$ cat config.mk
export PLATFORM = sky130hd
export DESIGN_NAME = dht_queue
export DESIGN_NICKNAME = d
export VERILOG_FILES = /design/src/design/dht_pkg.sv /design/src/design/dht_queue.sv
export SDC_FILE = /design/constraint.sdc
export NUM_CORES = 1
export LEC_CHECK = 0
export ABC_AREA = 1
export BUFFER_PORTS_ARGS = -buffer_cell sky130_fd_sc_hd__buf_4
export CELL_PAD_IN_SITES_DETAIL_PLACEMENT = 1
export CELL_PAD_IN_SITES_GLOBAL_PLACEMENT = 1
export CORE_ASPECT_RATIO = 1.25
export CORE_MARGIN = 5
export CORE_UTILIZATION = 40
export CTS_CLUSTER_DIAMETER = 150
export DETAILED_ROUTE_END_ITERATION = 8
export PLACE_DENSITY = 0.84
export REMOVE_ABC_BUFFERS = 1
export SYNTH_ARGS = -nofsm -noshare
export SYNTH_HDL_FRONTEND = slang
export SYNTH_SLANG_ARGS = --single-unit
$ cat constraint.sdc
create_clock -name i_clk -period 5.2 [get_ports i_clk]
set_input_delay 0.52 -clock i_clk [delete_from_list [all_inputs] [get_ports i_clk]]
set_output_delay 0.52 -clock i_clk [all_outputs]
set_load 0.1 [all_outputs]
$ cat src/design/dht_pkg.sv
package dht_pkg;

    localparam int KEY_W = 48;
    localparam int PAY_W = 32;
    localparam int DEPTH = 1024;
    localparam int IDX_W = $clog2(DEPTH);
    localparam int SZ_W  = 11;
    localparam int DCNT_W = $clog2(KEY_W + 1);

    localparam logic [SZ_W-1:0] SIZE_RESET = SZ_W'(1021);
    localparam logic [SZ_W-1:0] SIZE_MIN   = SZ_W'(3);
    localparam logic [SZ_W-1:0] SIZE_MAX   = SZ_W'(DEPTH);

    localparam logic [1:0] OP_INSERT = 2'd0;
    localparam logic [1:0] OP_SEARCH = 2'd1;
    localparam logic [1:0] OP_DELETE = 2'd2;
    localparam logic [1:0] OP_NONE   = 2'd3;

    localparam logic [1:0] ST_OK   = 2'd0;
    localparam logic [1:0] ST_MISS = 2'd1;
    localparam logic [1:0] ST_FULL = 2'd2;

    localparam logic [1:0] SL_EMPTY = 2'd0;
    localparam logic [1:0] SL_USED  = 2'd1;
    localparam logic [1:0] SL_GONE  = 2'd2;

    typedef struct packed {
        logic [1:0]       opcode;
        logic [KEY_W-1:0] key;
        logic [PAY_W-1:0] payload;
    } t_in_item;

    typedef struct packed {
        logic [1:0]       status;
        logic [IDX_W-1:0] slot_index;
        logic [PAY_W-1:0] payload_out;
    } t_out_item;

    typedef struct packed {
        logic [1:0]       opcode;
        logic [KEY_W-1:0] key;
        logic [PAY_W-1:0] payload;
        logic [IDX_W-1:0] home;
        logic [IDX_W-1:0] step;
    } t_job;

    typedef enum logic [1:0] {F_IDLE, F_DIV, F_PUSH} t_fstate;

    typedef enum logic [2:0] {B_CLEAR, B_IDLE, B_READ, B_CHECK, B_OUT} t_bstate;

endpackage

$ cat src/design/dht_queue.sv
module dht_queue (
    input  logic          i_clk,
    input  logic          i_rst_n,
    input  logic          i_push,
    input  dht_pkg::t_job i_data,
    output logic          o_not_full,
    input  logic          i_pop,
    output logic          o_not_empty,
    output dht_pkg::t_job o_data
);

    dht_pkg::t_job r_mem [2];
    logic          r_wptr, r_rptr;
    logic [1:0]    r_count;

    logic do_push, do_pop;

    assign o_not_full  = (r_count != 2'd2);
    assign o_not_empty = (r_count != 2'd0);
    assign do_push = i_push && o_not_full;
    assign do_pop  = i_pop && o_not_empty;
    assign o_data  = r_mem[r_rptr];

    always_ff @(posedge i_clk) begin
        if (!i_rst_n) begin
            r_wptr  <= 1'b0;
            r_rptr  <= 1'b0;
            r_count <= 2'd0;
        end else begin
            if (do_push) r_wptr <= !r_wptr;
            if (do_pop)  r_rptr <= !r_rptr;
            r_count <= r_count + {1'b0, do_push} - {1'b0, do_pop};
        end
        if (do_push) r_mem[r_wptr] <= i_data;
    end

endmodule

# Word-level counts from Yosys, hierarchy flattened
# Memories as Yosys holds them, arrays and structs flattened. A register that Yosys moved wholly into a read port is not among the register bits.
# Cells that the tools add are included.
dict set report word_totals {
  ram_bits 204
  ff_bits 4
  latch_bits 0
  romBits 0
  n_memories 1
  input_bits 106
  out_inout_bits 104
}
dict set report op_classes {
  n_mux 4
  reduce_logical 5
  magnitude_cmp 0
  bitwise 0
  mul 0
  eq_ne 1
  n_div 0
  add_sub_neg 2
  shifts 0
}
# name words word_bits rd rd_clocked_by_memory_dff write_ports line_no
set memory_table {}
lappend memory_table {r_mem 2 102 1 1 1 dht_queue.sv:12} ;# dht_pkg::t_job r_mem [2];
# operator n
set op_table {}
lappend op_table {{two-way mux 1 bit} 4}
lappend op_table {{adder 2 x 1 -> 2 bit} 1}
lappend op_table {{logical AND 1 bit} 2}
lappend op_table {{logical NOT 1 bit} 2}
lappend op_table {{!= test 2 bit, second input constant} 1}
lappend op_table {{nonzero test 2 bit} 1}
lappend op_table {{subtractor 2 x 1 -> 2 bit} 1}

# Longest topological paths before layout
# Gate-level depths: netlist of the first run.
dict set report logic_depth {
  word_depth 4
  mapped_depth 11
}

# Worst setup path after synthesis of the first run
# Ideal clock, no wire load.
dict set report synth_path {
  path_kind {register to register}
  startpoint {reg r_count[0]}
  endpoint {mem r_mem[1][0] (netlist name), enable pin}
  path_stages_with_launch 5
  path_buffers 0
  required_time_ps 4634
  setup_slack_ps -1060
  arrival_time_ps 5694
  cell_sequence {dfxtp_1 inv_1 nand2_1 nand2_1 nor2_1}
}
dict set report synth_via {
  elab_chain_cells 4
}
# element line_no
set synth_rtl {}
lappend synth_rtl {{from (decl)} dht_queue.sv:14} ;# logic [1:0] r_count;
lappend synth_rtl {{from (signal assigned)} dht_queue.sv:32} ;# r_count <= r_count + {1'b0, do_push} - {1'b0, do_pop};
lappend synth_rtl {{!= test 2 bit} dht_queue.sv:18} ;# assign o_not_full = (r_count != 2'd2);
lappend synth_rtl {{named net o_not_full} dht_queue.sv:6} ;# output logic o_not_full,
lappend synth_rtl {{logical AND 1 bit} dht_queue.sv:20} ;# assign do_push = i_push && o_not_full;
lappend synth_rtl {{two-way mux 1 bit} dht_queue.sv:34} ;# if (do_push) r_mem[r_wptr] <= i_data;
lappend synth_rtl {{two-way mux 1 bit (implied by the code)} dht_queue.sv:34}
lappend synth_rtl {{to (decl)} dht_queue.sv:12}
# The timed path passes the listed nets, and every way through them passes these cells.

==> results of run 1 <==
[cell usage in the layout (no fill, tap or decap), types with 4 or more instances in the layout]
master,Yosys,routed
dfxtp_1,5,4
buf_4,1,211
clkbuf_1,0,4
mux2_4,80,80
nor2_1,9,7
clkbuf_16,0,21
nand2_1,11,11
edfxtp_1,204,204
mux2_2,22,22
inv_1,7,7
clkinv_2,0,5
[flip-flops by register name, summed over array words and instances, names as in the netlist, named ones only]
name,flops
r_rptr,1
r_mem,204
r_count,2
r_wptr,1
[power by group]
part           switching (mW)  leakage (nW)  internal [mW]
sequential              0.114          1.95           2.14
clock                   0.583         0.334          0.891
combinational            2.31          1.77          0.756
[synth_stat cells]
cell type / n / area [um^2]
buf_2: 2 / 10.01
buf_6: 8 / 90.09
a21oi_1: 1 / 5.000
mux2_4: 80 / 1201
xnor2_1: 1 / 8.760
inv_1: 7 / 26.28
buf_4: 1 / 7.510
edfxtp_1: 204 / 6126
nand3_1: 1 / 5.000
ha_1: 1 / 12.51
nor2_1: 9 / 33.78
mux2_2: 22 / 247.7
nand2_1: 11 / 41.29
dfxtp_1: 5 / 100.1
[per-layer routing]
layer / GRT usage / vias up / part of all wire
met5: 0 / - / 0
met4: 0.03683 / 0 / 0.018
met3: 0.03691 / 22 / 0.070
met2: 0.2678 / 132 / 0.54
met1: 0.1635 / 1934 / 0.37
li1: - / 1825 / -
[logic make-up after synthesis]
| family | Yosys count | synth area share |
|---|---|---|
| multiplexers | 102 | 0.1831 |
| buffers and inverters | 18 | 0.01692 |
| XOR/XNOR | 1 | 0.001107 |
| AO/OA/AOI/OAI | 1 | 0.0006317 |
| AND/OR/NAND/NOR | 21 | 0.01012 |
| adder cells (fa/ha/maj) | 1 | 0.001581 |
| flip-flops | 209 | 0.7866 |
[per-stage QoR]
step                utilization  cell area [um^2]  TNS [ns]  hold WS [ns]
global placement         0.5024              9782         0        0.4819
detailed placement       0.5024              9782         0        0.5029
global route             0.5371             10460         0        0.2012
CTS                      0.5371             10460         0        0.2002
floorplan                     -              7807   -213.88        0.4669
finish                   0.5371             10460         0        0.2248
[worst max-delay path by stage]
stage	slack, ns	to	cells past startpoint
after floorplan	-1.06	r_mem[1][0]	4
after global placement	2.57	r_mem[0][29]	4
after detailed placement	2.45	r_mem[0][16]	4
after CTS	2.16	o_data[15]	3
after global routing	2.11	o_data[5]	3
final	2.21	o_data[5]	3
[area by class of cell]
type,count,area share
timing repair buffer,213,0.1553
sequential,209,0.5957
multi-input combinational,126,0.1502
tap,265,0.03171
clock inverter,12,0.01292
inverter,7,0.002513
clock buffer,25,0.05169
==> results by group, run 1 <==
CTS
  – CTS H-Tree Depth: 1
  – Cts hold-fix bufs: 0
  – Clk slew on worst S/H paths: roughly 0.070 ns
  – Clk sinks: 209
  – Post-cts sizing count: 0
  – Clk Latency, worst-skew pair: 0.48 ns
  – CTS tree: done
  – CTS max path bufs: 3
  – CTS buffer count: 21
  – Setup bufs post-CTS: 0
  – Root Driver: clkbuf_16

Worst setup path
  – Critical path's top delay family: flip-flops
  – Worst EP required: ~4.7 ns
  – Worst EP arrival: roughly 2.5 ns
  – Critical Path Start Type: register
  – Cell Chain, Critical Path: buf_12 > mux2_2 > buf_4
  – Reg-to-Reg End: r_mem[0][11]
  – Crit path max fanout: 66
  – Depth of the most critical reg-to-reg path: 5
  – Crit-path max cell delay: ~0.80 ns
  – Worst Path Buf+Inv: 2
  – Critical path class: register to output pin
  – Flop2flop setup slack: approximately 2.6 ns
  – CP max stage cell: dfxtp_4
  – Critical Path End Type: output pin
  – Crit Reg-Reg Startpoint: r_count[0]

Timing
  – Final setup viols: 0
  – Setup WS post-layout: ~2.2 ns
  – Max Clk Rate: ~330 MHz
  – Tmin final: 2.990 ns
  – Normalized max-slew margin: 0.1637
  – Fin crit share: 0.5751
  – Pins Over Slew Limit: 0
  – Worst slew pin tran: between 1 and 1.5 ns
  – Final hold violations: 0
  – Clock Skew: 0.01278 ns
  – Unrepaired setup endpoints after global routing: false

Placed design
  – Place WS: between 2 and 2.5 ns
  – Detailed Place HPWL: ~12 mm
  – GP Congestion: 0.7363
  – IO Port Bufs: between 200 and 250
  – # placed instances: between 800 and 900

Hold path
  – Worst Hold Launch: i_data[88]
  – Hold Crit Class: primary input to register
  – Hold Path Cell Cnt: 1
  – Hold Path Sink: r_mem[1][88]

Routing
  – Total Wirelength: approximately 17 mm
  – ANT nets after route: 0
  – First drt pass iteration count: 4
  – WL/cell: roughly 20 um
  – Drc violations: 0
  – Initial DRC count: between 150 and 200
  – Drt via density: between 4 and 5
  – DR vias: 3913

Run status
  – Status: complete, no violations

Synthesis
  – Post-synthesis sequential area ratio: 0.7866
  – Mapped cell area: around 0.008 mm^2
  – Distinct cells, synth: 14
  – Synth warn: 0
  – Avg Inst Size Synth: ~22 um^2
  – Synth Register Bits: 209
  – Cells after Synth: between 300 and 400

Floorplanning
  – Row Count: 57
  – IO Pins: between 200 and 250
  – Initial Util: 0.4065
  – Die Span X: 135.8 um
  – Die footprint: about 0.023 mm^2
  – Die Y: around 170 um
  – Core Region: 0.01947 mm^2

Global route
  – Grt total ovfl: 0
  – Number of global-route vias before repair: 4452
  – Initial antenna violation count: 0
  – Largest net degree at the start of global routing: 67
  – GR Util All Layers: 0.1442
  – Wire length of the first global-routing pass: approximately 25 mm

Power
  – Pleak: 4.055 nW
  – Pwr/cell area: between 600 and 700 mW/mm^2
  – Peak supply drop: approximately 0.49 mV
  – Pwr Total: 6.797 mW

Cells and area
  – # nets final: between 600 and 700
  – Storage cell area: a little over 0.006 mm^2
  – Fillcell total: approximately 1800
  – Area of the multi-input gates: between 0.0015 and 0.002 mm^2
  – Syn-to-layout area delta: 32.12%
  – Cell Count, Final, Fillers Out: ~860
  – Share of cells above drive strength 1: 0.5878
  – Antenna diode count: 0

Flow run
  – Max cap viols: 0
Note: power is estimated with default switching activity, not from simulation.
==> run 2: changes to the inputs <==
- clock period: 5.2 -> 2.44 ns (I/O delays scaled with it)
==> results by group, run 2 (synthesis results as in run 1) <==
Run status
  – Status: complete, no violations

CTS
  – Clk slew on worst S/H paths: 0.06 ns (about the same)
  – CTS max path bufs: 3 (unchanged)
  – CTS buffer count: 22 (+4.8%)
  – Post-cts sizing count: 0 (unchanged)
  – Clk sinks: 209 (unchanged)
  – Clk Latency, worst-skew pair: 0.50 ns (+0.02 ns)
  – CTS tree: done
  – CTS H-Tree Depth: 1 (unchanged)
  – Setup bufs post-CTS: 0 (unchanged)
  – Root Driver: clkbuf_16

Routing
  – Total Wirelength: 19.98 mm (+16%)
  – First drt pass iteration count: 4 (unchanged)
  – DR vias: 4418 (+13%)
  – Drt via density: 4.578 (+0.27%)
  – Initial DRC count: 204 (+17%)
  – ANT nets after route: 0 (unchanged)
  – WL/cell: 20.71 um (+3.4%)
  – Drc violations: 0 (unchanged)

Timing
  – Fin crit share: 0.8849
  – Final setup viols: 0 (unchanged)
  – Setup_tns: 0 ns (unchanged)
  – Max Clk Rate: between 400 and 500 MHz
  – Worst slew pin tran: 0.5909 ns (-0.6605 ns)
  – Final hold violations: 0 (unchanged)
  – Normalized max-slew margin: 0.6060 (+0.4423)
  – Clock Skew: 0.01123 ns (-0.001555 ns)
  – Pins Over Slew Limit: 0 (unchanged)
  – Tmin final: ~2.2 ns
  – Unrepaired setup endpoints after global routing: false
  – Setup WS post-layout: 0.2808 ns (-1.929 ns)

Global route
  – GR Util All Layers: 0.1705 (+0.02632)
  – Largest net degree at the start of global routing: 103 (+54%)
  – Wire length of the first global-routing pass: 29.57 mm (+17%)
  – Grt total ovfl: 0 (unchanged)
  – Number of global-route vias before repair: 5181 (+16%)
  – Initial antenna violation count: 2 (+2)

Worst setup path
  – Critical path class: register to output pin
  – Cell Chain, Critical Path: buf_4 > mux2_2 > buf_4
  – Critical Path End Type: output pin
  – CP dominant cell by count: buf_4
  – CP max stage cell: buf_4
  – Critical path's top delay family: buffers and inverters
  – Worst EP required: 2.20 ns (-2.48 ns)
  – Crit path max fanout: 24 (-64%)
  – Critical Path Start Type: register
  – Crit-path max cell delay: 0.40 ns (-0.40 ns)
  – Worst Path Buf+Inv: 2 (unchanged)
  – Worst EP arrival: 1.92 ns (-0.55 ns)

Placed design
  – IO Port Bufs: 209 (unchanged)
  – Place WS: 0.6570 ns (-1.789 ns)
  – GP Congestion: 0.7647 (+3.9%)
  – Detailed Place HPWL: 11.41 mm (-3.7%)

Cells and area
  – Biggest regs: r_mem (204), r_count (2)
  – Most common cell after layout, fill and taps aside: buf_4
  – Fillcell total: 1782 (-0.61%)
  – Flip-flop count of the largest register after layout: 204 (unchanged)
  – Most frequent cells in the layout: buf_4 (211), edfxtp_1 (204), dlygate4sd3_1 (103), mux2_4 (80), clkbuf_16 (23)
  – Syn-to-layout area delta: 46.06%
  – Biggest register: r_mem
  – Share of cells above drive strength 1: 0.5029 (-0.08497)
  – # nets final: 791 (+15%)

Floorplanning
  – Die Span X: 135.8 um (unchanged)
  – Initial Util: 0.4065 (unchanged)
  – Row Count: 57 (unchanged)
  – Die footprint: 0.02272 mm^2 (unchanged)
  – Core Region: 0.01947 mm^2 (unchanged)
  – IO Pins: 210 (unchanged)
  – Die Y: 167.3 um (unchanged)

Hold path
  – Hold Crit Class: primary input to register

Power
  – Pleak: 4.503 nW (+11%)
  – Pwr/cell area: 1281 mW/mm^2 (+97%)
  – Peak supply drop: 0.9012 mV (+85%)

Flow run
  – Max cap viols: 0 (unchanged)
-- run 2: cell types whose count changed in the layout (fill, tap and decap cells not counted) --
| cell | change |
|---|---|
| clkinv_2 | -3 |
| clkbuf_1 | -2 |
| bufinv_16 | -1 |
| clkinv_1 | +2 |
| diode_2 | +2 |
| clkinvlp_4 | +3 |
| buf_12 | +2 |
| dlygate4sd3_1 | +103 |
| clkbuf_16 | +2 |
-- run 2: worst paths after layout --
kind	from	endpoint	slack, ns	cells after the start
setup / recovery	register	o_data[20]	0.28	3
hold reg to reg	r_rptr	r_rptr	0.52	2
setup reg to reg	r_count[0]	r_mem[0][44]	0.64	5
hold / removal	i_pop	r_rptr	0.25	5
-- run 2: per-stage QoR --
step	std cells	total power, mW	instance area (um^2)	hold WS, ns	util
5_1_grt	965	15.33	11560	0.2805	0.5938
6_report	965	14.80	11560	0.2549	0.5938
3_5_place_dp	822	11.49	9822	0.4321	0.5045
2_1_floorplan	342	10.34	7807	0.3375	-
3_3_place_gp	822	11.38	9822	0.4289	0.5045
4_1_cts	963	14.89	11560	0.2244	0.5935
-- run 2: final cells by class --
| class | instances | area, um^2 | area share |
|---|---|---|---|
| Multi-Input combinational cell | 126 | 1570 | 0.1358 |
| Timing Repair Buffer | 318 | 2695 | 0.2331 |
| Inverter | 7 | 26.28 | 0.002273 |
| Sequential cell | 209 | 6230 | 0.5389 |
| Clock inverter | 13 | 120.1 | 0.01039 |
| Clock buffer | 25 | 583.1 | 0.05043 |
| Tap cell | 265 | 331.6 | 0.02868 |
| Antenna cell | 2 | 5.005 | 0.0004329 |
-- run 2: worst reg2reg max path, stage by stage, from the launching register on --
cell and delay (ns):
dfxtp_1 0.36, inv_1 0.05, nand2_1 0.08, nand2_1 0.22
nor2_4 0.18, buf_12 0.46
-- run 2: routing by layer --
metal	track usage	wire length, um
met5	0	0
met4	0.04647	407
met3	0.03541	1074
met2	0.3354	11550
met1	0.1802	6948
-- run 2: what timing repair did --
action                                 in CTS  in global routing
endpoints found under the hold margin     206                  0
hold buffers                              103                  0
setup endpoints to repair                   0                  0
-- run 2: report_power, final --
part	total, mW	internal, mW	switching (mW)
Combinational	6.84	1.75	5.09
Sequential	4.73	4.56	0.169
Clock	3.23	1.92	1.31
Total	14.8	8.23	6.57
