## src/design/dht_pkg.sv

```systemverilog
package dht_pkg;

    localparam int KEY_W = 48;
    localparam int PAY_W = 32;
    localparam int DEPTH = 1024;
    localparam int IDX_W = $clog2(DEPTH);
    localparam int SZ_W  = 11;
    localparam int DCNT_W = $clog2(KEY_W + 1);

    localparam logic [SZ_W-1:0] SIZE_RESET = SZ_W'(1021);
    localparam logic [SZ_W-1:0] SIZE_MIN   = SZ_W'(3);
    localparam logic [SZ_W-1:0] SIZE_MAX   = SZ_W'(DEPTH);

    localparam logic [1:0] OP_INSERT = 2'd0;
    localparam logic [1:0] OP_SEARCH = 2'd1;
    localparam logic [1:0] OP_DELETE = 2'd2;
    localparam logic [1:0] OP_NONE   = 2'd3;

    localparam logic [1:0] ST_OK   = 2'd0;
    localparam logic [1:0] ST_MISS = 2'd1;
    localparam logic [1:0] ST_FULL = 2'd2;

    localparam logic [1:0] SL_EMPTY = 2'd0;
    localparam logic [1:0] SL_USED  = 2'd1;
    localparam logic [1:0] SL_GONE  = 2'd2;

    typedef struct packed {
        logic [1:0]       opcode;
        logic [KEY_W-1:0] key;
        logic [PAY_W-1:0] payload;
    } t_in_item;

    typedef struct packed {
        logic [1:0]       status;
        logic [IDX_W-1:0] slot_index;
        logic [PAY_W-1:0] payload_out;
    } t_out_item;

    typedef struct packed {
        logic [1:0]       opcode;
        logic [KEY_W-1:0] key;
        logic [PAY_W-1:0] payload;
        logic [IDX_W-1:0] home;
        logic [IDX_W-1:0] step;
    } t_job;

    typedef enum logic [1:0] {F_IDLE, F_DIV, F_PUSH} t_fstate;

    typedef enum logic [2:0] {B_CLEAR, B_IDLE, B_READ, B_CHECK, B_OUT} t_bstate;

endpackage

```

## src/design/dht_front.sv

```systemverilog
module dht_front (
    input  logic                         i_clk,
    input  logic                         i_rst_n,
    input  logic                         i_block,
    input  logic [dht_pkg::SZ_W-1:0]     i_size,
    input  logic                         i_in_valid,
    output logic                         o_in_ready,
    input  dht_pkg::t_in_item            i_in_data,
    output logic                         o_job_valid,
    input  logic                         i_job_ready,
    output dht_pkg::t_job                o_job
);

    dht_pkg::t_fstate r_state, n_state;
    logic [dht_pkg::DCNT_W-1:0] r_cnt, n_cnt;
    logic [dht_pkg::KEY_W-1:0]  r_shift, n_shift;
    logic [dht_pkg::IDX_W-1:0]  r_rem1, n_rem1, r_rem2, n_rem2;
    dht_pkg::t_in_item          r_item, n_item;

    logic [dht_pkg::SZ_W-1:0] d1, d2, t1, t2;

    always_ff @(posedge i_clk) begin
        if (!i_rst_n) begin
            r_state <= dht_pkg::F_IDLE;
            r_cnt   <= '0;
        end else begin
            r_state <= n_state;
            r_cnt   <= n_cnt;
        end
        r_shift <= n_shift;
        r_rem1  <= n_rem1;
        r_rem2  <= n_rem2;
        r_item  <= n_item;
    end

    // restoring division, one key bit per cycle, against S and S-1 at once
    always_comb begin
        d1 = i_size;
        d2 = i_size - dht_pkg::SZ_W'(1);
        t1 = {r_rem1, r_shift[dht_pkg::KEY_W-1]};
        t2 = {r_rem2, r_shift[dht_pkg::KEY_W-1]};
        n_state = r_state;
        n_cnt   = r_cnt;
        n_shift = r_shift;
        n_rem1  = r_rem1;
        n_rem2  = r_rem2;
        n_item  = r_item;
        o_in_ready  = 1'b0;
        o_job_valid = 1'b0;
        case (r_state)
            dht_pkg::F_IDLE: begin
                o_in_ready = !i_block;
                if (i_in_valid && !i_block) begin
                    n_item  = i_in_data;
                    n_shift = i_in_data.key;
                    n_rem1  = '0;
                    n_rem2  = '0;
                    n_cnt   = '0;
                    n_state = dht_pkg::F_DIV;
                end
            end
            dht_pkg::F_DIV: begin
                n_shift = {r_shift[dht_pkg::KEY_W-2:0], 1'b0};
                n_rem1  = (t1 >= d1) ? dht_pkg::IDX_W'(t1 - d1) : t1[dht_pkg::IDX_W-1:0];
                n_rem2  = (t2 >= d2) ? dht_pkg::IDX_W'(t2 - d2) : t2[dht_pkg::IDX_W-1:0];
                n_cnt   = r_cnt + dht_pkg::DCNT_W'(1);
                if (r_cnt == dht_pkg::DCNT_W'(dht_pkg::KEY_W - 1)) begin
                    n_state = dht_pkg::F_PUSH;
                end
            end
            dht_pkg::F_PUSH: begin
                o_job_valid = 1'b1;
                if (i_job_ready) begin
                    n_state = dht_pkg::F_IDLE;
                end
            end
            default: n_state = dht_pkg::F_IDLE;
        endcase
    end

    assign o_job.opcode  = r_item.opcode;
    assign o_job.key     = r_item.key;
    assign o_job.payload = r_item.payload;
    assign o_job.home    = r_rem1;
    assign o_job.step    = r_rem2 + dht_pkg::IDX_W'(1);

endmodule

```

## config.mk

```make
export PLATFORM = sky130hd
export DESIGN_NAME = dht_front
export DESIGN_NICKNAME = d
export VERILOG_FILES = /design/src/design/dht_pkg.sv /design/src/design/dht_front.sv
export SDC_FILE = /design/constraint.sdc
export NUM_CORES = 1
export LEC_CHECK = 0
export BUFFER_PORTS_ARGS = -buffer_cell sky130_fd_sc_hd__clkbuf_2
export CORE_MARGIN = 2
export CORE_UTILIZATION = 31
export CTS_CLUSTER_SIZE = 14
export DETAILED_ROUTE_END_ITERATION = 8
export PLACE_DENSITY = 0.64
export SYNTH_ARGS = -nofsm -noshare
export SYNTH_HDL_FRONTEND = slang
export SYNTH_SLANG_ARGS = --single-unit
```

## constraint.sdc

```tcl
create_clock -name i_clk -period 12.4 [get_ports i_clk]
set_input_delay 3.72 -clock i_clk [delete_from_list [all_inputs] [get_ports i_clk]]
set_output_delay 3.72 -clock i_clk [all_outputs]
set_load 0.05 [all_outputs]
```

After elaboration in Yosys (flattened, before gate mapping) --
Cells that the tools add are included. W data, S select, Z words.
Storage, ports and cells: register bits after elaboration 158, output and inout port bits 104
Cells by class: $add $sub $neg 5, magnitude comparators 2, equal/unequal tests 6, multiplexer cells 15, reduce and logical (&&, ||, !) cells 7
Operators by type and width (number):
- $pmux W48 S2 | 1
- $mux W48 | 1
- $pmux W10 S2 | 2
- $mux W10 | 3
- $ge A11 B11 Y1 | 2
- $sub A10 B10 Y10 | 2
- $pmux W6 S2 | 1
- $sub A11 B1 Y11 const B | 1
- $add A10 B1 Y10 const B | 1
- $add A6 B1 Y6 const B | 1
- $eq A6 B6 Y1 const B | 1
- $mux W2 | 3
- $mux W6 | 1
- $ne A2 B2 Y1 const B | 3
- $pmux W2 S3 | 1
- $reduce_and A2 Y1 | 2
- $reduce_and A3 Y1 | 1
- $eq A2 B1 Y1 const B | 1
- $eq A2 B2 Y1 const B | 1
- $logic_not A2 Y1 | 1
- $mux W1 | 2
- $reduce_bool A2 Y1 | 1
- $logic_and A1 B1 Y1 | 1
- $logic_not A1 Y1 | 1

Longest topological paths before layout --
Gate-level depths: netlist of run 1.
word-level depth 4, depth in mapped cells 11

Worst setup path after synthesis of run 1 --
No wires, ideal clock.
path type input -> register, start in i_block, end reg r_cnt[2] in the netlist's numbering, arrival 10.104 ns, data required time 12.279 ns, path slack 2.175 ns, stages on the path 4, buffers on the path 0, path through nand2b_1 nor3_1 nand2b_1 nor2_1
On the way: longest elaborated chain between the ends 4
Ends and longest elaborated chain:
- start, declared | line dht_front.sv:4 | input logic i_block,
- $logic_not A1 Y1 | line dht_front.sv:53 | if (i_in_valid && !i_block) begin
- $logic_and A1 B1 Y1 | line dht_front.sv:53
- $ne A2 B2 Y1 (no source line)
- $reduce_and A2 Y1 (no source line)
- end signal, assigned | line dht_front.sv:28 | r_cnt <= n_cnt;
- end, declared | line dht_front.sv:15 | logic [dht_pkg::DCNT_W-1:0] r_cnt, n_cnt;
Every way passes these cells. A chain may end at the register's enable or synchronous reset.

Worst setup path after layout of run 1 --
start in i_block, end out o_in_ready
On the way: longest elaborated chain between the ends 2
Ends and longest elaborated chain:
- $logic_not A1 Y1 | line dht_front.sv:52 | o_in_ready = !i_block;
- $mux W1 | line dht_front.sv:50 | case (r_state)
- end, declared | line dht_front.sv:7 | output logic o_in_ready,
Every way passes these cells.

==> results_dict.tcl, run 1 <==
set metrics [dict create \
    outcome "complete, no violations" \
    worstSetupPathType "in -> out" \
    worst_hold_slack_ns 0.500 \
    critPathMaxFanout 2 \
    die_area_um2 24000 \
    synth.yosys.warnings 0 \
    power.share.sequential_pct 44.9 \
    synth-edff-count 150 \
    grt_ovf 0 \
    fmaxAchievable_ghz 0.126 \
    antenna_violating_nets_post_route 0 \
    power.ir.vdd_worst_mv 0.0804 \
    switching_power_uw 436 \
    cellLeakagePower_nw 3.84 \
    layout_worst_path_cycle_share_pct 64.1 \
    synth_cell_types 48 \
    std_cell_rows 55 \
    post_synth_inst_count 573 \
    clock-skew-final_ns 0.00658 \
    hold_viol_final 0 \
    power.clock.fraction_pct 36.6 \
    grt_max_degree 63 \
    design.portCount 202 \
    core_area_um2 22500 \
    cts_tree "done" \
    die_w_um 155 \
    final_net_count 910 \
    route.detailed.vias_per_inst 4.72 \
    p_per_area_nw_per_um2 161 \
    setup_viol_count_final 0 \
    async_flop_share_pct 0 \
    clk_transition_reported_paths_ns 0.06 \
    final-instance-count-excl-fill 1084 \
    combPwrFrac_pct 18.4 \
    postCtsResizedCells 0 \
    latest_clock_arrival_within_the_worst_skew_pair_ns 0.41 \
    post-route-drc-count 0 \
    tritoncts_buffers 17 \
    layout.cells.most_common_list "sky130_fd_sc_hd__clkbuf_2 (201), sky130_fd_sc_hd__nand2_1 (152), sky130_fd_sc_hd__edfxtp_1 (150), sky130_fd_sc_hd__a21oi_1 (25), sky130_fd_sc_hd__ha_1 (25)" \
    timing.slew.headroom_pct 50.7 \
    first_global_vias 5009 \
    final_core_util_pct 40.1 \
    place.gp.congestion 0.867 \
    track_usage_pct 13.7 \
    route.vias.total 5112 \
    post_route_cells_drive_above_1_share_pct 31.0 \
    yosysSeqAreaShare_pct 66.0 \
    cts.sink_count 158 \
    cp.arrival_ns 4.23 \
    grt_antenna_before_repair 1 \
    sw_frac_of_total_pct 30.0 \
    placement.setup.worst_slack_ns 4.45 \
    syn_nets 698 \
    worst-slew-pin-transition_ns 0.740 \
    initial_utilization_pct 31.4 \
    crit_path_launch_type "input port" \
    holdBufCountCts 0 \
    most_frequent_standard_cell_in_the_layout_excluding_fill_and_tap_cells "sky130_fd_sc_hd__clkbuf_2" \
    dpl.hpwl_um 11400 \
    ys_dominant_reg_cell "sky130_fd_sc_hd__edfxtp_1" \
    post-cts-setup-buffers 0 \
    synth_seq_cells 158 \
    hp-class "reg -> reg" \
    area_growth_pct 27.8 \
    worst-endpoint-required_ns 8.68 \
    final_period_minus_worst_setup_slack_ns 7.95 \
    grt_setup_unrepaired "false" \
    cts-root-buf "sky130_fd_sc_hd__clkbuf_16" \
    maxCapViolCount 0 \
    drt-initial-drc-count 220 \
    final_max_slew_viol_count 0 \
    intPower_mw 1.02 \
    cts_htree_levels 4 \
    fillers 2185 \
    fin_tns_setup_ns 0 \
    buffer_ports.inserted 201 \
    setup_ws_ns 4.45 \
    totalWireLength_um 16300 \
    synthesis.area_per_instance_um2 12.3 \
    average_detailed_routed_wire_length_per_instance_um 15.0 \
    first_pass_iteration_count_of_the_detailed_router 4 \
    clk_path_buf_depth 2 \
    mappedNetlistArea_um2 7060 \
    grt_pass1_wl_um 25900 \
    placed_cells 1051 \
    critPathCaptureType "output pin" \
    die_h_um 155 \
]
## metal layers
layer / wire length (um) / GRT usage [%] / vias up
li1: - / - / 2511
met3: 1220 / 4.21 / 7
met4: 111 / 3.40 / 0
met5: 0 / 0 / -
met2: 7840 / 22.6 / 183
met1: 7120 / 17.6 / 2411
## layout make-up
cell class                 instances  area (um^2)  area share (%)
sequential                       158         4660            51.7
multi-input combinational        383         2290            25.4
timing repair buffer             206         1040            11.6
clock buffer                      17          425            4.71
tap                              285          357            3.95
clock inverter                    15          171            1.90
inverter                          19         72.6           0.804
antenna                            1         2.50          0.0277
## power groups by stage
stage          Combinational (mW)  Clock, mW  Sequential (mW)
2_1_floorplan               0.137          0            0.722
3_3_place_gp                0.266          0            0.664
3_5_place_dp                0.269          0            0.665
4_1_cts                     0.270      0.552            0.653
5_1_grt                     0.293      0.569            0.657
6_report                    0.268      0.532            0.653
## state kept, by name, indices dropped and copies added (netlist names)
signal   cells
o_job       82
r_cnt        6
r_rem1      10
r_rem2      10
r_shift     48
r_state      2
## synthesized netlist by cell type, types with 2 or more instances
library cell               count  share of area, %
sky130_fd_sc_hd__a211oi_1      3              0.32
sky130_fd_sc_hd__a21o_1       10               1.1
sky130_fd_sc_hd__a21oi_1      25               1.8
sky130_fd_sc_hd__a31oi_1       2              0.18
sky130_fd_sc_hd__a32o_1        4              0.57
sky130_fd_sc_hd__and3_1        5              0.44
sky130_fd_sc_hd__buf_1         5              0.27
sky130_fd_sc_hd__clkbuf_1      7              0.37
sky130_fd_sc_hd__dfxtp_1       8               2.3
sky130_fd_sc_hd__edfxtp_1    150                64
sky130_fd_sc_hd__fa_1          2              0.57
sky130_fd_sc_hd__ha_1         25               4.4
sky130_fd_sc_hd__inv_1        19               1.0
sky130_fd_sc_hd__nand2_1     152               8.1
sky130_fd_sc_hd__nand2b_1      7              0.62
sky130_fd_sc_hd__nand3_1      23               1.6
sky130_fd_sc_hd__nand4_1       7              0.62
sky130_fd_sc_hd__nor2_1       17              0.90
sky130_fd_sc_hd__nor2b_1       6              0.53
sky130_fd_sc_hd__nor3_1        7              0.50
sky130_fd_sc_hd__o211a_1       3              0.43
sky130_fd_sc_hd__o211ai_1      3              0.32
sky130_fd_sc_hd__o21a_1        5              0.53
sky130_fd_sc_hd__o21ai_0      20               1.4
sky130_fd_sc_hd__o21ai_2       2              0.25
sky130_fd_sc_hd__o22ai_1       2              0.18
sky130_fd_sc_hd__o311a_1       3              0.43
sky130_fd_sc_hd__o41a_1        2              0.32
sky130_fd_sc_hd__or3_1         5              0.44
sky130_fd_sc_hd__xnor2_1      17               2.1
sky130_fd_sc_hd__xor2_1       10               1.2
## critical path: stages
cell and delay (ns):
sky130_fd_sc_hd__clkbuf_2 0.09, sky130_fd_sc_hd__nor3_1 0.12, sky130_fd_sc_hd__clkbuf_2 0.30
## logic make-up after synthesis
kind of cell / Yosys count / share of synthesized area, %
flip-flops: 158 / 66.0
buffers and inverters: 32 / 1.72
AO/OA/AOI/OAI: 95 / 9.51
XOR/XNOR: 27 / 3.35
adder cells (fa/ha/maj): 27 / 5.00
AND/OR/NAND/NOR: 234 / 14.4
## path summary, 6_finish.rpt
path / from / end / slack [ns] / cells past startpoint
worst max-delay path: i_block / o_in_ready / 4.45 / 3
worst min-delay path: r_cnt[4]$_SDFFE_PN0P_ / r_cnt[4]$_SDFFE_PN0P_ / 0.50 / 2
worst max register to register: r_rem2[3]$_SDFFCE_PN0P_ / r_rem2[7]$_SDFFCE_PN0P_ / 9.87 / 6
worst min register to register: r_cnt[4]$_SDFFE_PN0P_ / r_cnt[4]$_SDFFE_PN0P_ / 0.50 / 2
## through the flow
stage	cell area (um^2)	power [mW]
3_3_place_gp	8430	0.930
3_5_place_dp	8430	0.934
4_1_cts	9030	1.48
6_report	9030	1.45
5_1_grt	9030	1.52
2_1_floorplan	7060	0.860
No activity file was read; power rests on OpenSTA's default activity.
==> run 2: changes to the inputs <==
==> constraint.sdc (replaced) <==
create_clock -name i_clk -period 7.9 [get_ports i_clk]
set_input_delay 2.37 -clock i_clk [delete_from_list [all_inputs] [get_ports i_clk]]
set_output_delay 2.37 -clock i_clk [all_outputs]
set_load 0.05 [all_outputs]
==> run 2 against run 1 <==
Worst setup slack worse by 1.8 ns. Wire length increased by 0.83%. Sequential share of layout area is 0.15 points lower. Via count barely moved. Register-to-register slack got worse by 4.5 ns. Core utilization grew 0.12 points.
==> results_dict.tcl, run 2 (synthesis results as in run 1) <==
set metrics [dict create \
    outcome "complete, no violations" \
    grt_setup_unrepaired "false" \
    grt_ovf 0 \
    die_h_um 155 \
    crit_path_launch_type "input port" \
    post_route_cells_drive_above_1_share_pct 31.1 \
    worstReg2RegStart "r_rem2[3]$_SDFFCE_PN0P_" \
    timing.slew.headroom_pct 37.8 \
    most_frequent_standard_cell_in_the_layout_excluding_fill_and_tap_cells "sky130_fd_sc_hd__clkbuf_2" \
    grt_antenna_before_repair 0 \
    fmaxAchievable_ghz 0.190 \
    maxCapViolCount 0 \
    layout_worst_path_cycle_share_pct 66.5 \
    grt_pass1_wl_um 26200 \
    worst-endpoint-required_ns 5.53 \
    cts_htree_levels 4 \
    cellLeakagePower_nw 3.85 \
    fillers 2168 \
    cts.sink_count 158 \
    final_net_count 910 \
    clk_path_buf_depth 2 \
    holdBufCountCts 0 \
    first_global_vias 5141 \
    postCtsResizedCells 0 \
    route.vias.total 5109 \
    p_per_area_nw_per_um2 252 \
    drt-initial-drc-count 238 \
    fin_tns_setup_ns 0 \
    latest_clock_arrival_within_the_worst_skew_pair_ns 0.41 \
    route.detailed.vias_per_inst 4.72 \
    post-route-drc-count 0 \
    placement.setup.worst_slack_ns 2.65 \
    design.portCount 202 \
    die_w_um 155 \
    average_detailed_routed_wire_length_per_instance_um 15.2 \
    post-cts-setup-buffers 0 \
    final_period_minus_worst_setup_slack_ns 5.25 \
    core_area_um2 22500 \
    fin_total_pwr_mw 2.28 \
    hp-class "reg -> reg" \
    initial_utilization_pct 31.4 \
    setup_ws_ns 2.65 \
    worstSetupPathType "in -> out" \
    tritoncts_buffers 17 \
    power.ir.vdd_worst_mv 0.128 \
    cts_tree "done" \
    clk_transition_reported_paths_ns 0.07 \
    buffer_ports.inserted 201 \
    cts-root-buf "sky130_fd_sc_hd__clkbuf_16" \
    largest_register_ff_count 82 \
    grt_max_degree 69 \
    area_growth_pct 28.2 \
    clock-skew-final_ns 0.0107 \
    die_area_um2 24000 \
    cp.arrival_ns 2.88 \
    totalWireLength_um 16400 \
    critPathCaptureType "output pin" \
    dpl.hpwl_um 11600 \
    n_antenna_cell 0 \
    setup_viol_count_final 0 \
    final_max_slew_viol_count 0 \
    crit_start "i_block" \
    hold_start "r_cnt[4]$_SDFFE_PN0P_" \
    track_usage_pct 13.8 \
    hold_viol_final 0 \
    worst-slew-pin-transition_ns 0.933 \
    place.gp.congestion 0.886 \
    critPathMaxFanout 2 \
    layout.cells.most_common_list "sky130_fd_sc_hd__clkbuf_2 (201), sky130_fd_sc_hd__nand2_1 (152), sky130_fd_sc_hd__edfxtp_1 (150), sky130_fd_sc_hd__a21oi_1 (25), sky130_fd_sc_hd__ha_1 (25)" \
    first_pass_iteration_count_of_the_detailed_router 4 \
    antenna_violating_nets_post_route 0 \
    std_cell_rows 55 \
]
## run 2: changes by cell type in the layout (fill, tap and decap cells not counted)
| cell | delta |
|---|---|
| sky130_fd_sc_hd__clkinv_8 | +4 |
| sky130_fd_sc_hd__clkinv_4 | +3 |
| sky130_fd_sc_hd__inv_6 | -3 |
| sky130_fd_sc_hd__clkinvlp_4 | -2 |
| sky130_fd_sc_hd__bufinv_16 | -1 |
| sky130_fd_sc_hd__clkinv_1 | -1 |
| sky130_fd_sc_hd__clkinv_2 | -1 |
| sky130_fd_sc_hd__diode_2 | -1 |
| sky130_fd_sc_hd__inv_8 | +1 |
| sky130_fd_sc_hd__nor3_2 | -1 |
| sky130_fd_sc_hd__nor3_4 | +1 |
## run 2: where the power goes
group	switching [mW]	total, mW	internal [mW]
Sequential	0.0280	1.03	0.998
Combinational	0.299	0.420	0.121
Clock	0.380	0.838	0.458
Total	0.707	2.28	1.58
## run 2: worst max-delay path, cell delays in order
cell	delay (ns)
sky130_fd_sc_hd__clkbuf_2	0.08
sky130_fd_sc_hd__nor3_1	0.12
sky130_fd_sc_hd__clkbuf_2	0.30
## run 2: final cells by class
type	count	area [um^2]	area share, %
inverters	19	72.6	0.801
clock inverters	15	194	2.14
flip-flops and latches	158	4660	51.5
well taps	285	357	3.94
multi-input cells	383	2300	25.4
repair buffers	206	1040	11.5
clock buffers	17	425	4.70
## run 2: per-layer routing
layer | vias up | track usage [%] | part of all wire [%]
li1 | 2518 | - | -
met1 | 2431 | 17.6 | 44
met2 | 147 | 23.0 | 48
met3 | 13 | 3.59 | 6.0
met4 | 0 | 4.28 | 1.2
met5 | - | 0 | 0
## run 2: final timing paths
check,to,depth (start not counted),slack [ns]
min reg2reg,r_cnt[4]$_SDFFE_PN0P_,2,0.50
max,o_in_ready,3,2.65
max reg2reg,r_rem2[7]$_SDFFCE_PN0P_,6,5.38
min,r_cnt[4]$_SDFFE_PN0P_,2,0.50
## run 2: metrics by stage
stage | instances | hold slack, ns | util (%) | area (um^2)
after floorplan | 573 | 0.467 | - | 7070
after global placement | 1051 | 0.484 | 37.5 | 8440
after detailed placement | 1051 | 0.490 | 37.5 | 8440
after CTS | 1083 | 0.501 | 40.2 | 9050
after global routing | 1083 | 0.532 | 40.2 | 9050
final | 1083 | 0.497 | 40.2 | 9050
